==> config.mk <==
export PLATFORM = sky130hd
export DESIGN_NAME = adgr_queue
export DESIGN_NICKNAME = d
export VERILOG_FILES = /design/src/design/adgr_pkg.sv /design/src/design/adgr_queue.sv
export SDC_FILE = /design/constraint.sdc
export NUM_CORES = 1
export LEC_CHECK = 0
export BUFFER_PORTS_ARGS = -buffer_cell sky130_fd_sc_hd__buf_4
export CAP_MARGIN = 20
export CORE_ASPECT_RATIO = 1.75
export CORE_UTILIZATION = 55
export CTS_BUF_LIST = sky130_fd_sc_hd__clkbuf_4 sky130_fd_sc_hd__clkbuf_8 sky130_fd_sc_hd__clkbuf_16
export DETAILED_ROUTE_END_ITERATION = 10
export GPL_TIMING_DRIVEN = 0
export HOLD_SLACK_MARGIN = 0.02
export PLACE_DENSITY = 0.87
export SLEW_MARGIN = 15
export SYNTH_ARGS = -nofsm -noshare
export SYNTH_HDL_FRONTEND = slang
export SYNTH_SLANG_ARGS = --single-unit
==> constraint.sdc <==
create_clock -name i_clk -period 10.9 [get_ports i_clk]
set_input_delay 1.09 -clock i_clk [delete_from_list [all_inputs] [get_ports i_clk]]
set_output_delay 1.09 -clock i_clk [all_outputs]
set_load 0.005 [all_outputs]
==> src/design/adgr_pkg.sv <==
`timescale 1ns / 1ps
package adgr_pkg;

    localparam int NUM_ELEMENTS_DEF = 1024;
    localparam int IDX_W            = 10;
    localparam int DATA_W           = 32;
    localparam int ACC_W            = 64;
    localparam int QUEUE_DEPTH      = 4;

    localparam logic [DATA_W-1:0] LR_RESET   = 32'd65;
    localparam logic [DATA_W-1:0] STAB_RESET = 32'd1;

    localparam logic MODE_UPDATE = 1'b0;
    localparam logic MODE_CLEAR  = 1'b1;

    typedef enum logic [0:0] {
        CFG_LEARNING_RATE = 1'b0,
        CFG_STABILIZER    = 1'b1
    } t_cfg_idx;

    typedef struct packed {
        logic               mode;
        logic               in_range;
        logic [IDX_W-1:0]   idx;
        logic               neg;
        logic [DATA_W-1:0]  gmag;
        logic [ACC_W-1:0]   acc;
        logic               sat;
    } t_front_item;

    typedef struct packed {
        logic               valid;
        logic               mode;
        logic               in_range;
        logic [IDX_W-1:0]   idx;
        logic               neg;
        logic               sat;
    } t_back_tag;

endpackage

==> src/design/adgr_queue.sv <==
`timescale 1ns / 1ps
module adgr_queue
    import adgr_pkg::*;
(
    input  logic        i_clk,
    input  logic        i_rst_n,
    input  logic        i_push,
    input  t_front_item i_item,
    input  logic        i_pop,
    output logic        o_full,
    output logic        o_empty,
    output t_front_item o_head
);

    localparam int QW = $clog2(QUEUE_DEPTH);

    t_front_item    r_buf [QUEUE_DEPTH];
    logic [QW-1:0]  r_wr_ptr;
    logic [QW-1:0]  r_rd_ptr;
    logic [QW:0]    r_count;

    assign o_full  = (r_count == (QW+1)'(QUEUE_DEPTH));
    assign o_empty = (r_count == '0);
    assign o_head  = r_buf[r_rd_ptr];

    always_ff @(posedge i_clk) begin
        if (!i_rst_n) begin
            r_wr_ptr <= '0;
            r_rd_ptr <= '0;
            r_count  <= '0;
        end else begin
            if (i_push) begin
                r_wr_ptr <= (r_wr_ptr == QW'(QUEUE_DEPTH - 1)) ? '0 : r_wr_ptr + 1'b1;
            end
            if (i_pop) begin
                r_rd_ptr <= (r_rd_ptr == QW'(QUEUE_DEPTH - 1)) ? '0 : r_rd_ptr + 1'b1;
            end
            if (i_push && !i_pop) begin
                r_count <= r_count + 1'b1;
            end else if (!i_push && i_pop) begin
                r_count <= r_count - 1'b1;
            end
        end
    end

    always_ff @(posedge i_clk) begin
        if (i_push) begin
            r_buf[r_wr_ptr] <= i_item;
        end
    end

endmodule

==> results of run 1 <==
==> worst register-to-register path, stage by stage (launching register included) <==
cell and delay, ns:
dfxtp_1 0.35, inv_1 0.09, ha_1 0.15, and2_4 0.42
buf_12 0.27, buf_12 0.26
==> layer usage <==
metal,wire length (um),vias up,share of wire (%)
met3,1640,88,5.0
met2,18200,295,55
met1,11300,3889,35
met4,1630,2,5.0
met5,13,-,0.040
li1,-,3222,-
==> power by group through the flow <==
stage                     clock [uW]  sequential, uW  combinational (uW)
after floorplan                    0            2030                 164
after global placement             0            2040                 338
after detailed placement           0            2030                 361
after CTS                       1350            2000                 364
after global routing            1410            2000                 379
final                           1320            2000                 357
==> state kept, by name, indices dropped and copies added (netlist names), named ones only <==
name and count:
r_buf 440, r_count 3, r_rd_ptr 2, r_wr_ptr 2
==> path summary, 6_finish.rpt <==
| path | slack, ns | start | endpoint | depth (start not counted) |
|---|---|---|---|---|
| worst max-delay path | 7.38 | flip-flop | o_head[60] | 4 |
| worst min-delay path | 0.52 | r_count[2] | r_count[2] | 2 |
| worst max register to register | 9.01 | r_wr_ptr[0] | r_buf[2][54] | 5 |
| worst min register to register | 0.52 | r_count[2] | r_count[2] | 2 |
==> through the flow <==
stage               cells  instance area [um^2]  power (uW)
floorplan             618                 16300        2200
global placement     1225                 18500        2380
detailed placement   1234                 18700        2400
CTS                  1302                 19900        3710
global route         1307                 20000        3790
finish               1307                 20000        3680
==> area by class of cell <==
| cell class | count | area [um^2] |
|---|---|---|
| diodes | 5 | 12.5 |
| plain buffers | 24 | 186 |
| clock buffers | 50 | 1090 |
| clock inverters | 18 | 139 |
| fillers | 1802 | 9330 |
| inverters | 4 | 15.0 |
| multi-input cells | 141 | 2750 |
| flip-flops and latches | 449 | 13400 |
| well taps | 382 | 478 |
| repair buffers | 234 | 1890 |
==> layout by cell type, fill, tap and decap left out, drive strengths merged <==
cell type,n
o21ai,1
ha,6
mux2i,4
xnor2,1
buf,256
edfxtp,440
clkinvlp,1
nor3,2
a21boi,1
and2,5
xor2,1
or3,1
nor3b,1
nor2,1
mux4,110
fa,1
diode,5
clkinv,15
bufinv,2
nor2b,5
clkbuf,52
o21a,1
dfxtp,9
inv,4
==> logic make-up (layout without fill, tap and decap cells) <==
kind of cell / count (synthesis) / count (layout) / synth area share, %
mux: 114 / 114 / 15.4
other cells: 0 / 5 / 0
flops: 449 / 449 / 82.0
buf+inv: 28 / 330 / 1.23
fa+ha+maj: 7 / 7 / 0.582
xor+xnor: 2 / 2 / 0.107
compound gates: 3 / 3 / 0.123
simple gates: 15 / 15 / 0.552
==> results.cfg, run 1 <==
[detailed_routing]
ant_nets = 0
avgViaCountPerCell = 5.74
dr.pass1.iters = 6
vias = 7496
drc_errors = 0
routed_wirelength_mm = 32.9
drtIter0Drc = 482
wl_per_cell_um = 25.1

[placement]
dp_slack_ns = 7.80
io_buffers = 225
gp_congestion = 0.734
dpl.hpwl_mm = 20.5

[yosys]
synth_top_cells_by_area = edfxtp_1 (81%), mux4_2 (15%), dfxtp_1 (1.1%)
ys_ff_latch = 449
yosysTopAreaCellShare_pct = 80.9
yosys-top-cells-count = edfxtp_1 (440), mux4_2 (110), buf_2 (11), buf_6 (11), dfxtp_1 (9)
async_reset_ff_share_pct = 0
yosysWarnings = 0
synth_cells = 618
synth_area_um2 = 16300
synthFlopType = edfxtp_1
yosysSeqAreaShare_pct = 82.0
synth_top_area_cell = edfxtp_1
syn_area_per_cell_um2 = 26.4
yosysMostFrequentCell = edfxtp_1
ys_types = 21
synth_nets = 739
synth-edff-count = 440

[global_route]
grt_max_degree = 51
antenna_found_initial = 6
grt_first_pass_wirelength_mm = 48.4
grt_remaining_overflow = 0
met2_usage_pct = 39.9
grt_util_met3_pct = 4.06
grt_usage_pct = 22.2
grt_pass1_vias = 8122
grt_util_met1_pct = 24.9
grt-busiest-layer = met2

[timing]
fin_skew_ns = 0.00714
max-slew-margin-rel_pct = 47.3
setup_violations = 0
finalHoldViolations = 0
max_freq_ghz = 0.284
hold_ws_ns = 0.524
rsz0062_at_grt = no
fin_crit_sh_pct = 32.3
setup_tns_ns = 0
tightest_slew_ns = 0.791
layout_setup_ws_ns = 7.38
min_period_ns = 3.52
drv_slew = 0

[floorplan]
dieHeight_um = 230
dieArea_um2 = 30400
die_w_um = 132
fp-row-count = 83
ios = 226
start_util_pct = 55.8
core-area_um2 = 29300

[run]
maxCapViolCount = 0

[clock_network]
htreeDepth = 2
hold_buffers = 0
cts_tree = built
clkSinkCount = 449
cts-resized-gates = 0
cts_buffers = 38
clock-root-buffer = clkbuf_16
clkTransAtPathRegs_ns = 0.06
post_cts_buffers = 0
clock_latency_ns = 0.52
clockBufferDepth = 3

[setup_path]
crit_path_max_fanout = 10
crit_buf_inv = 3
cp-end-kind = primary output
path_cells = clkbuf_1, buf_2, mux4_2, buf_4
worstPathRequired_ns = 9.81
cpLargestDelayFamily = buffers and inverters
cp.arrival_ns = 2.43
cpMaxStageDelayCell = clkbuf_1
path_class = reg2out
cp_slowest_stage_delay_ns = 0.60
start_kind = flip-flop

[finish]
syn_to_final_growth_pct = 22.2
final_util_pct = 68.2
nNetsFinal = 1013
layout-drive-gt1-share_pct = 47.0

[power_and_ir_drop]
irDropWorstVdd_uv = 165
pwr-share-clk_pct = 35.9
seqPwrFrac_pct = 54.3
switchingPower_uw = 751
power_density_nw_per_um2 = 184
p_int_uw = 2930
p_leak_uw = 0.00677
power_frac_comb_pct = 9.7
switching_share_pct = 20.4

[hold_path]
hold_path_class = reg2reg

[run_status]
run_status = finished clean
Note: power is estimated with default switching activity, not from simulation.
==> run 2: changes to the inputs <==
==> constraint.sdc (replaced) <==
create_clock -name i_clk -period 3.45 [get_ports i_clk]
set_input_delay 0.345 -clock i_clk [delete_from_list [all_inputs] [get_ports i_clk]]
set_output_delay 0.345 -clock i_clk [all_outputs]
set_load 0.005 [all_outputs]
==> run 2 against run 1 <==
  * Count of clock-buffer cells in the layout shrank 4
  * Non-clock buffer count grew 108
  * Core utilization grew 3.8 points
  * Cell area grew 5.6%
==> results.cfg, run 2 (synthesis results as in run 1) <==
[run_status]
run_status = finished clean

[global_route]
grt_util_met1_pct = 26.5
antenna_found_initial = 0
grt-busiest-layer = met2
met2_usage_pct = 42.7
grt_usage_pct = 23.2
grt_pass1_vias = 8727
grt_util_met3_pct = 3.24
grt_first_pass_wirelength_mm = 51.3
grt_max_degree = 48
grt_remaining_overflow = 0

[finish]
final_common_cell = edfxtp_1
largest_register = r_buf
nNetsFinal = 1120
final_util_pct = 71.9
largest_reg_flops = 440
mostFrequentLayoutCells = edfxtp_1 (440), buf_4 (225), mux4_2 (110)
syn_to_final_growth_pct = 29.0
layout-drive-gt1-share_pct = 41.7
num_antenna_cells = 0
nFillCells = 1653
fin_cells = 1409
largest_registers = r_buf x440, r_count x3

[timing]
rsz0062_at_grt = no
max-slew-margin-rel_pct = 50.0
fin_crit_sh_pct = 79.7
finalHoldViolations = 0
tightest_slew_ns = 0.750
max_freq_ghz = 0.364
fin_skew_ns = 0.0155
setup_tns_ns = 0
setup_violations = 0
drv_slew = 0
min_period_ns = 2.75

[floorplan]
ios = 226
die_w_um = 132
dieHeight_um = 230
core-area_um2 = 29300
dieArea_um2 = 30400
fp-row-count = 83
start_util_pct = 55.8

[clock_network]
cts_buffers = 37
cts-resized-gates = 0
clkSinkCount = 449
clkTransAtPathRegs_ns = 0.07
clock_latency_ns = 0.52
clock-root-buffer = clkbuf_16
cts_tree = built
htreeDepth = 2
hold_buffers = 109
clockBufferDepth = 3
post_cts_buffers = 0

[placement]
gp_congestion = 0.708
io_buffers = 225
dp.cells = 1233
dpl.hpwl_mm = 20.2

[setup_path]
cp-end-kind = primary output
crit_path_max_fanout = 10
worstPathRequired_ns = 3.11
reg2reg_from = r_wr_ptr[0]
cp.arrival_ns = 2.41
path_class = reg2out
start_kind = flip-flop

[power_and_ir_drop]
irDropWorstVdd_uv = 546
seqPwrFrac_pct = 53.4
power.total_uw = 11800
p_leak_uw = 0.00723
p_int_uw = 9370
switching_share_pct = 20.8
pwr-share-clk_pct = 36.1
switchingPower_uw = 2460
power_density_nw_per_um2 = 562
power_frac_comb_pct = 10.5

[detailed_routing]
vias = 7839
drc_errors = 0
ant_nets = 0
avgViaCountPerCell = 5.56
wl_per_cell_um = 24.1
dr.pass1.iters = 5
drtIter0Drc = 443
routed_wirelength_mm = 33.9

[run]
maxCapViolCount = 0

[hold_path]
hold_path_class = in2reg
min_from = i_item[46]
==> run 2: final timing paths <==
check                 endpoint  depth (start not counted)  slack, ns
setup / recovery    o_head[20]                          4       0.70
hold / removal    r_buf[3][46]                          1       0.04
setup reg to reg  r_buf[3][20]                          4       1.30
hold reg to reg    r_rd_ptr[1]                          2       0.56
==> run 2: layout make-up <==
type / instances / area [um^2] / share of cell area (%)
clock buffer: 46 / 1060 / 5.05
timing repair buffer: 342 / 2990 / 14.2
buffer: 24 / 186 / 0.885
inverter: 4 / 15.0 / 0.0713
multi-input combinational: 141 / 2750 / 13.1
sequential: 449 / 13400 / 63.6
tap: 382 / 478 / 2.27
clock inverter: 21 / 189 / 0.897
==> run 2: power by group through the flow <==
| stage | Sequential (uW) | Combinational [uW] | Clock, uW |
|---|---|---|---|
| CTS | 6310 | 1250 | 4320 |
| detailed placement | 6430 | 1130 | 0 |
| global route | 6330 | 1320 | 4540 |
| floorplan | 6410 | 518 | 0 |
| global placement | 6430 | 1060 | 0 |
| finish | 6320 | 1240 | 4270 |
==> run 2: worst max-delay path, cell delays in order (launching register included) <==
cell and delay [ns]:
dfxtp_1 0.33, clkbuf_1 0.57, buf_2 0.41, mux4_2 0.39
buf_4 0.16
==> run 2: through the flow <==
stage                     setup slack (ns)  area (um^2)  hold WS [ns]
after global routing                 0.603        21100        0.0232
after global placement              0.0829        18500         0.486
after floorplan                       1.10        16300         0.444
after CTS                            0.639        21100        0.0201
final                                0.700        21100        0.0415
after detailed placement              1.22        18700         0.509
==> run 2: routing by layer <==
| layer | vias to the layer above | wire length (um) |
|---|---|---|
| li1 | 3424 | - |
| met1 | 4039 | 11700 |
| met2 | 293 | 19000 |
| met3 | 83 | 1620 |
| met4 | 0 | 1530 |
| met5 | - | 0 |
==> run 3: changes to the inputs <==
--- a/config.mk
+++ b/config.mk
@@ -8,12 +8,12 @@
 export BUFFER_PORTS_ARGS = -buffer_cell sky130_fd_sc_hd__buf_4
 export CAP_MARGIN = 20
 export CORE_ASPECT_RATIO = 1.75
-export CORE_UTILIZATION = 55
+export CORE_UTILIZATION = 51
 export CTS_BUF_LIST = sky130_fd_sc_hd__clkbuf_4 sky130_fd_sc_hd__clkbuf_8 sky130_fd_sc_hd__clkbuf_16
 export DETAILED_ROUTE_END_ITERATION = 10
 export GPL_TIMING_DRIVEN = 0
 export HOLD_SLACK_MARGIN = 0.02
-export PLACE_DENSITY = 0.87
+export PLACE_DENSITY = 0.85
 export SLEW_MARGIN = 15
 export SYNTH_ARGS = -nofsm -noshare
 export SYNTH_HDL_FRONTEND = slang
==> constraint.sdc (replaced) <==
create_clock -name i_clk -period 2.5 [get_ports i_clk]
set_input_delay 0.25 -clock i_clk [delete_from_list [all_inputs] [get_ports i_clk]]
set_output_delay 0.25 -clock i_clk [all_outputs]
set_load 0.005 [all_outputs]
==> run 3 against run 2 <==
  * Sequential cell count did not move
  * Count of clock-buffer cells in the layout rose by 3
  * Sequential share of layout area fell by 0.48 points
  * Largest cell class unchanged
  * Critical endpoint is now o_head[17]
  * Critical path type unchanged
==> results.cfg, run 3 (synthesis results as in run 1) <==
[finish]
largest_register = r_buf
largest_registers = r_buf x440, r_count x3
fin_cells = 1434
final_common_cell = edfxtp_1
layout-drive-gt1-share_pct = 42.3
syn_to_final_growth_pct = 30.0
stdcell_area_um2 = 21200
nFillCells = 1904
largest_reg_flops = 440
seqCellArea_um2 = 13400
mostFrequentLayoutCells = edfxtp_1 (440), buf_4 (225), dlygate4sd3_1 (111)
multi_input_area_um2 = 2750
nNetsFinal = 1125

[power_and_ir_drop]
irDropWorstVdd_uv = 738
p_leak_uw = 0.00730
power_density_nw_per_um2 = 785
power.total_uw = 16700

[detailed_routing]
avgViaCountPerCell = 5.46
ant_nets = 0
drtIter0Drc = 404
dr.pass1.iters = 4
routed_wirelength_mm = 34.2
vias = 7829
wl_per_cell_um = 23.8
drc_errors = 0

[placement]
placed_cell_area_um2 = 18800
gp_congestion = 0.707
dp.cells = 1248
io_buffers = 225
dpl.hpwl_mm = 19.7

[timing]
finalHoldViolations = 0
setup_violations = 0
max_freq_ghz = 0.421
min_period_ns = 2.37
hold_ws_ns = 0.0608
fin_crit_sh_pct = 94.9
setup_tns_ns = 0
max-slew-margin-rel_pct = 58.7
fin_skew_ns = 0.0160
drv_slew = 0
rsz0062_at_grt = no
tightest_slew_ns = 0.620

[global_route]
grt_remaining_overflow = 0
grt_first_pass_wirelength_mm = 50.0
grt_max_degree = 48
antenna_found_initial = 3
grt_usage_pct = 21.4
grt_pass1_vias = 8584

[clock_network]
cts_buffers = 39
clockBufferDepth = 3
cts_tree = built
clock_latency_ns = 0.53
clkSinkCount = 449
clkTransAtPathRegs_ns = 0.07
clock-root-buffer = clkbuf_16
htreeDepth = 2

[setup_path]
start_kind = flip-flop
cp-end-kind = primary output
cp.arrival_ns = 2.12
path_class = reg2out
crit_path_max_fanout = 10
worstPathRequired_ns = 2.25

[run_status]
run_status = finished clean

[floorplan]
fp-row-count = 86
ios = 226
start_util_pct = 51.8
core-area_um2 = 31500
dieArea_um2 = 32800
die_w_um = 137
dieHeight_um = 239

[run]
maxCapViolCount = 0

[hold_path]
hold_path_class = in2reg
run 3: worst paths after layout:
kind,startpoint,endpoint,slack [ns],cells past startpoint
worst max-delay path,flip-flop,o_head[17],0.13,4
worst min-delay path,i_push,r_wr_ptr[0],0.06,3
worst max register to register,r_wr_ptr[0],r_buf[3][90],0.48,4
worst min register to register,r_count[2],r_count[2],0.54,2
run 3: worst max-delay path, cell delays in order, from the launching register on:
cell and delay, ns:
dfxtp_1 0.32, clkbuf_2 0.34, buf_2 0.35, mux4_2 0.40, buf_4 0.17
run 3: layer usage:
metal  routed length (um)  GRT usage, %  share of wire (%)  up-vias
li1                     -             -                  -     3429
met1                12100          24.1                 35     4071
met2                19200          39.0                 56      259
met3                 1500          3.39                4.4       70
met4                 1390          9.86                4.1        0
met5                    0             0                  0        -
run 3: through the flow:
stage	utilization, %	setup slack [ns]
3_5_place_dp	59.5	0.288
6_report	67.3	0.126
5_1_grt	67.3	0.0413
4_1_cts	67.3	0.0299
2_1_floorplan	-	0.150
3_3_place_gp	58.8	-0.910
run 3: where the power goes:
group / internal [uW] / leakage, uW / switching (uW) / total [uW]
clock network: 3620 / 0.000673 / 2610 / 6230
registers: 8620 / 0.00412 / 93.2 / 8710
logic: 953 / 0.00251 / 767 / 1720
total: 13200 / 0.00730 / 3470 / 16700
run 3: cell type report:
type	instances	area share [%]
Antenna cell	4	0.0472
Multi-Input combinational cell	141	13.0
Clock buffer	49	5.26
Sequential cell	449	63.1
Timing Repair Buffer	345	14.3
Clock inverter	22	1.09
Inverter	4	0.0707
Buffer	24	0.896
Tap cell	396	2.33
run 3: timing repair:
item,4_1_cts,5_1_grt
gates resized for setup,1,1
hold buffers,111,0
endpoints found under the setup margin,100,2
hold endpoints to repair,447,0
buffers inserted,0,0
